File: config.mk
export PLATFORM = sky130hd
export DESIGN_NAME = tcsw_ctrl
export DESIGN_NICKNAME = d
export VERILOG_FILES = /design/src/tcsw_pkg.sv /design/src/tcsw_ctrl.sv
export SDC_FILE = /design/constraint.sdc
export NUM_CORES = 1
export LEC_CHECK = 0
export ABC_AREA = 1
export BUFFER_PORTS_ARGS = -buffer_cell sky130_fd_sc_hd__buf_2
export CAP_MARGIN = 20
export CORE_AREA = 2 2 39 41
export DETAILED_ROUTE_END_ITERATION = 8
export DIE_AREA = 0 0 41 43
export PLACE_DENSITY_LB_ADDON = 0.12
export SLEW_MARGIN = 15
export SYNTH_ARGS = -nofsm -noshare
export SYNTH_HDL_FRONTEND = slang
export SYNTH_SLANG_ARGS = --single-unit
File: constraint.sdc
create_clock -name clk -period 2 [get_ports clk]
set_input_delay 0.1 -clock clk [delete_from_list [all_inputs] [get_ports clk]]
set_output_delay 0.1 -clock clk [all_outputs]
set_load 0.05 [all_outputs]
File: src/tcsw_pkg.sv
// Shared types, constants and the sine table function for the text character scale wave unit.
package tcsw_pkg;

    localparam int VERT_W  = 32;
    localparam int CFG_W   = 16;
    localparam int IDX_W_C = 3;
    localparam logic [63:0] PI_Q30 = 64'd3373259426;

    typedef enum logic [IDX_W_C-1:0] {
        REG_SPEED     = 3'd0,
        REG_CHAR_STEP = 3'd1,
        REG_FLIP      = 3'd2,
        REG_SCALE_X   = 3'd3,
        REG_SCALE_Y   = 3'd4,
        REG_SCALE_Z   = 3'd5
    } cfg_reg_t;

    typedef enum logic [3:0] {
        S_IDLE,
        S_SINE,
        S_FAC,
        S_DIV,
        S_FIX,
        S_READ,
        S_MUL,
        S_SAT,
        S_OUT
    } state_t;

    typedef struct packed {
        logic load;
        logic sine_rd;
        logic div_start;
        logic fac_ld;
        logic div_step;
        logic fix;
        logic rd;
        logic mul;
        logic sat;
        logic k_inc;
        logic clr;
    } cmd_t;

    typedef struct packed {
        logic div_done;
        logic k_last;
    } sts_t;

    // Quarter-wave sine in Q16 from an angle in Q30 radians (Taylor terms to power 13)
    function automatic logic [16:0] sine_q16(input logic [63:0] a);
        logic [63:0] a2;
        logic [63:0] term;
        logic [63:0] acc;
        logic [63:0] s;
        a2   = (a * a) >> 30;
        term = a;
        acc  = a;
        term = ((term * a2) >> 30) / 64'd6;
        acc  = acc - term;
        term = ((term * a2) >> 30) / 64'd20;
        acc  = acc + term;
        term = ((term * a2) >> 30) / 64'd42;
        acc  = acc - term;
        term = ((term * a2) >> 30) / 64'd72;
        acc  = acc + term;
        term = ((term * a2) >> 30) / 64'd110;
        acc  = acc - term;
        term = ((term * a2) >> 30) / 64'd156;
        acc  = acc + term;
        s    = (acc + 64'd8192) >> 14;
        if (s > 64'd65536)
        begin
            s = 64'd65536;
        end
        return s[16:0];
    endfunction

endpackage

File: src/tcsw_ctrl.sv
// Controller state machine that sequences buffering, centroid, factor and vertex output.
module tcsw_ctrl (
    input  logic           clk,
    input  logic           rst_n,
    input  logic           s_tvalid,
    input  logic           s_tlast,
    output logic           s_tready,
    output logic           m_tvalid,
    input  logic           m_tready,
    output tcsw_pkg::cmd_t cmd,
    input  tcsw_pkg::sts_t sts
);
    import tcsw_pkg::*;

    state_t state_reg;
    state_t state_next;

    always_ff @(posedge clk or negedge rst_n)
    begin
        if (!rst_n)
        begin
            state_reg <= S_IDLE;
        end
        else
        begin
            state_reg <= state_next;
        end
    end

    always_comb
    begin
        state_next = state_reg;
        cmd        = '0;
        s_tready   = 1'b0;
        m_tvalid   = 1'b0;
        case (state_reg)
            S_IDLE:
            begin
                s_tready = 1'b1;
                if (s_tvalid)
                begin
                    cmd.load = 1'b1;
                    if (s_tlast)
                    begin
                        state_next = S_SINE;
                    end
                end
            end
            S_SINE:
            begin
                cmd.sine_rd   = 1'b1;
                cmd.div_start = 1'b1;
                state_next    = S_FAC;
            end
            S_FAC:
            begin
                cmd.fac_ld = 1'b1;
                state_next = S_DIV;
            end
            S_DIV:
            begin
                if (sts.div_done)
                begin
                    state_next = S_FIX;
                end
                else
                begin
                    cmd.div_step = 1'b1;
                end
            end
            S_FIX:
            begin
                cmd.fix    = 1'b1;
                state_next = S_READ;
            end
            S_READ:
            begin
                cmd.rd     = 1'b1;
                state_next = S_MUL;
            end
            S_MUL:
            begin
                cmd.mul    = 1'b1;
                state_next = S_SAT;
            end
            S_SAT:
            begin
                cmd.sat    = 1'b1;
                state_next = S_OUT;
            end
            S_OUT:
            begin
                m_tvalid = 1'b1;
                if (m_tready)
                begin
                    if (sts.k_last)
                    begin
                        cmd.clr    = 1'b1;
                        state_next = S_IDLE;
                    end
                    else
                    begin
                        cmd.k_inc  = 1'b1;
                        state_next = S_READ;
                    end
                end
            end
            default:
            begin
                state_next = S_IDLE;
            end
        endcase
    end

    a_no_overlap: assert property (@(posedge clk) disable iff (!rst_n)
        !(s_tready && m_tvalid))
        else $error("input taken while a word is offered");

    a_sat_then_out: assert property (@(posedge clk) disable iff (!rst_n)
        cmd.sat |=> m_tvalid)
        else $error("result not offered after rounding");

    a_last_to_sine: assert property (@(posedge clk) disable iff (!rst_n)
        (s_tvalid && s_tready && s_tlast) |=> cmd.sine_rd)
        else $error("character end did not start processing");

    a_clr_to_idle: assert property (@(posedge clk) disable iff (!rst_n)
        cmd.clr |=> s_tready)
        else $error("block not idle after final word");

endmodule

Word level (Yosys, flattened, before mapping). Index checks and enable logic that the tools add are counted.

Add/sub/neg operators: 0. $mul: 0. Divide/modulo/power cells: 0. Order comparisons: 0. Equal/unequal tests: 12. Shift-type cells: 0. Multiplexer cells: 22. Bitwise logic cells: 0. Reduce and logical (&&, ||, !) cells: 2.

Operator list (number): 4-bit one-hot mux with 9 select lines (1); 4-bit by 3-bit equality test with 1-bit output, second input constant (4); 4-bit 2-to-1 mux (4); 1-bit 2-to-1 mux (13); 4-bit by 2-bit equality test with 1-bit output, second input constant (2); 2-bit inequality test, second input constant (4); 2-bit 2-to-1 mux (3); 4-bit by 1-bit equality test with 1-bit output, second input constant (1); 4-bit equality test, second input constant (1); 4-bit logical NOT (1); 4-bit AND reduction (1); 3-bit 2-to-1 mux (1).

Flip-flop bits (word level): 4. Latch bits: 0. RAM bits: 0. ROM bits: 0. Bits of input ports: 7. Output and inout port bits: 13. Logic and storage cells: 37. Memories kept: 0.

Longest topological paths before layout.
Depth in word-level cells: 3. Gate-level depth with buffers: 7. Depth with buffers taken out: 7.

Worst setup path after synthesis. No wires, ideal clock.

Kind: register -> output. Start point: register state_reg[2]. End point: output cmd[9] in the netlist's numbering. Arrival time: 2.139 ns. Data required time: 1.900 ns. Path slack: -0.239 ns. Cell stages (with the launch flop): 5. Buffers on the path: 1. Path through: dfrtp_1 nor2_1 inv_1 nor3_1 buf_4.

RTL lines: start: declaration (line tcsw_ctrl.sv:15) `state_t state_reg;`; start signal: assignment (line tcsw_ctrl.sv:26) `state_reg <= state_next;`; end: declaration (line tcsw_ctrl.sv:10) `output tcsw_pkg::cmd_t cmd,`.

==> results.ini <==
[setup_path]
r2r_start = state_reg[0]
end_kind = output port
startpoint_type = register
critPathSlowestCell = dfrtp_1
path_class = register to output port
cp_num_buf_inv = 1
cpLargestDelayFamily = simple AND/OR/NAND/NOR gates
worst-r2r-cell-count = 5
cp.arrival_ns = 1.43
cpPeakStageDelay_ns = 0.43
path_cells = nor2_2 -> nand3_1 -> nor2_1 -> buf_2
r2r_setup_slack_ns = 0.80
crit_cells = 4
cp.required_ns = 1.90
regToRegEndpoint = state_reg[2]
crit_start = state_reg[0]
worst-path-max-fanout = 6
endpoint = cmd[1]

[sta]
finalClockSkew_ns = 0.00390
finalHoldViolations = 0
drv_slew = 0
worst_pin_slew_ns = 0.300
setup_violations = 0
timing.slew.headroom_pct = 79.9
period_needed_ns = 1.53
fin_tns_setup_ns = 0
grt_setup_unrepaired = no
fin_crit_sh_pct = 76.7
max_freq_mhz = 652

[final_layout]
multi_input_area_sq_um = 163
antenna_cells = 0
largest_reg_flops = 4
regArea_sq_um = 100
layout.cells.most_common_list = buf_2 (19), inv_1 (14), nor2_1 (9)
layout_commonest_cell = buf_2
utilization_pct = 33.7
nFillCells = 168
drive_gt1_share_pct = 37.8
finalNetCount = 83
area_growth_pct = 45.1

[route]
routed_wl_um = 760
vias = 371
drc = 0
wl_per_cell_um = 8.44
ant_nets = 0
firstDrtPassIters = 4
avgViaCountPerCell = 4.12
drtIter0Drc = 9

[synth]
syn_area_per_cell_sq_um = 6.18
ys_warn_count = 0
yosysSeqAreaShare_pct = 31.1
synth_seq_cells = 4
synth_area_sq_um = 322
synthesis.nets = 59
netlist-cell-type-count = 14
synthCells = 52

[floorplan]
ioPinCount = 20
rows = 14
core_sq_mm = 0.00138
start_util_pct = 23.2
die_w_um = 41
dieArea_sq_mm = 0.00176
die_height_um = 43

[cts]
cts_buffer_depth = 2
clock_latency_ns = 0.24
worst_setup_hold_path_clk_slew_ns = 0.04
post_cts_resized = 0
cts_tree = built
clock-sinks = 4
cts_max_level = 1
numCtsBuffers = 3
cts-root-buf = clkbuf_4

[flow_run]
maxCapViolations = 0

[pwr]
cellPowerDensity_mw_per_mm2 = 1870
leakagePower_nw = 0.325
total_power_uw = 872
peakVddDrop_mv = 0.579

[grt]
grtUsageTotal_pct = 10.3
grt_pass1_vias = 303
grt_pass1_wl_um = 1210
grt_overflow = 0
antenna_found_initial = 0
grt_max_degree = 7

[placement]
io_buffer_count = 19
hpwl_um = 631
routabilityCongestion = 0.841

[worst_hold_path]
hold_path_class = input pin to register

[status]
outcome = finished, final reports clean

[cell type report]
| cell class | count | share of cell area, % |
|---|---|---|
| sequential | 4 | 21.4 |
| multi-input combinational | 32 | 34.9 |
| inverter | 15 | 12.1 |
| timing repair buffer | 20 | 22.5 |
| tap | 16 | 4.29 |
| clock buffer | 3 | 4.83 |
[report_power, final]
part | internal [mW] | switching (mW)
clock network | 0.0673 | 0.0351
registers | 0.119 | 0.0471
logic | 0.152 | 0.452
[per-layer routing]
metal / vias up / global-route usage, % / part of all wire (%)
met3: 0 / 4.71 / 8.0
met2: 13 / 14.1 / 46
met1: 159 / 13.6 / 46
met4: 0 / 4.00 / 0
met5: - / 0 / 0
li1: 199 / - / -
[cells in the mapped netlist]
master | n | area share [%]
buf_4 | 1 | 2.3
dfrtp_1 | 4 | 31
inv_1 | 14 | 16
inv_2 | 1 | 1.2
nand2_1 | 8 | 9.3
nand2_2 | 1 | 1.9
nand3_1 | 2 | 3.1
nand3_2 | 1 | 3.1
nor2_1 | 9 | 11
nor2_2 | 1 | 1.9
nor2b_4 | 1 | 4.3
nor3_1 | 5 | 7.8
o21ai_0 | 3 | 4.7
o31ai_1 | 1 | 2.3
[tightest hold or removal path: stages]
cell and delay, ns:
buf_2 0.07, inv_1 0.04, nand3_2 0.09, nand2_1 0.05
[stage by stage]
step | cells | setup slack [ns] | instance area [sq um] | hold WS (ns)
4_1_cts | 90 | 0.448 | 467 | 0.167
3_5_place_dp | 86 | 0.712 | 434 | -0.0908
3_3_place_gp | 86 | 0.665 | 434 | -0.0898
5_1_grt | 90 | 0.335 | 467 | 0.204
6_report | 90 | 0.466 | 467 | 0.165
2_1_floorplan | 52 | 0.140 | 327 | -0.196
[worst min-delay path by stage]
stage                     cells after the start  startpoint  slack (ns)           end
final                                         4      sts[1]        0.17  state_reg[0]
after global routing                          4      sts[1]        0.20  state_reg[0]
after CTS                                     4      sts[1]        0.17  state_reg[0]
after detailed placement                      1       rst_n       -0.09  state_reg[2]
after global placement                        1       rst_n       -0.09  state_reg[2]
after floorplan                               0       rst_n       -0.20  state_reg[0]
[cell families (layout without fill, tap and decap cells)]
| group | Yosys count | after routing | share of synthesized area (%) |
|---|---|---|---|
| simple gates | 28 | 28 | 42.0 |
| buf+inv | 16 | 38 | 19.8 |
| compound gates | 4 | 4 | 7.00 |
| flops | 4 | 4 | 31.1 |
[repair_timing]
| item | 4_1_cts | 5_1_grt |
|---|---|---|
| hold buffers | 1 | 0 |
| endpoints found under the hold margin | 4 | 0 |
| buffers inserted | 0 | 0 |
(Power assumes the default switching activity.)
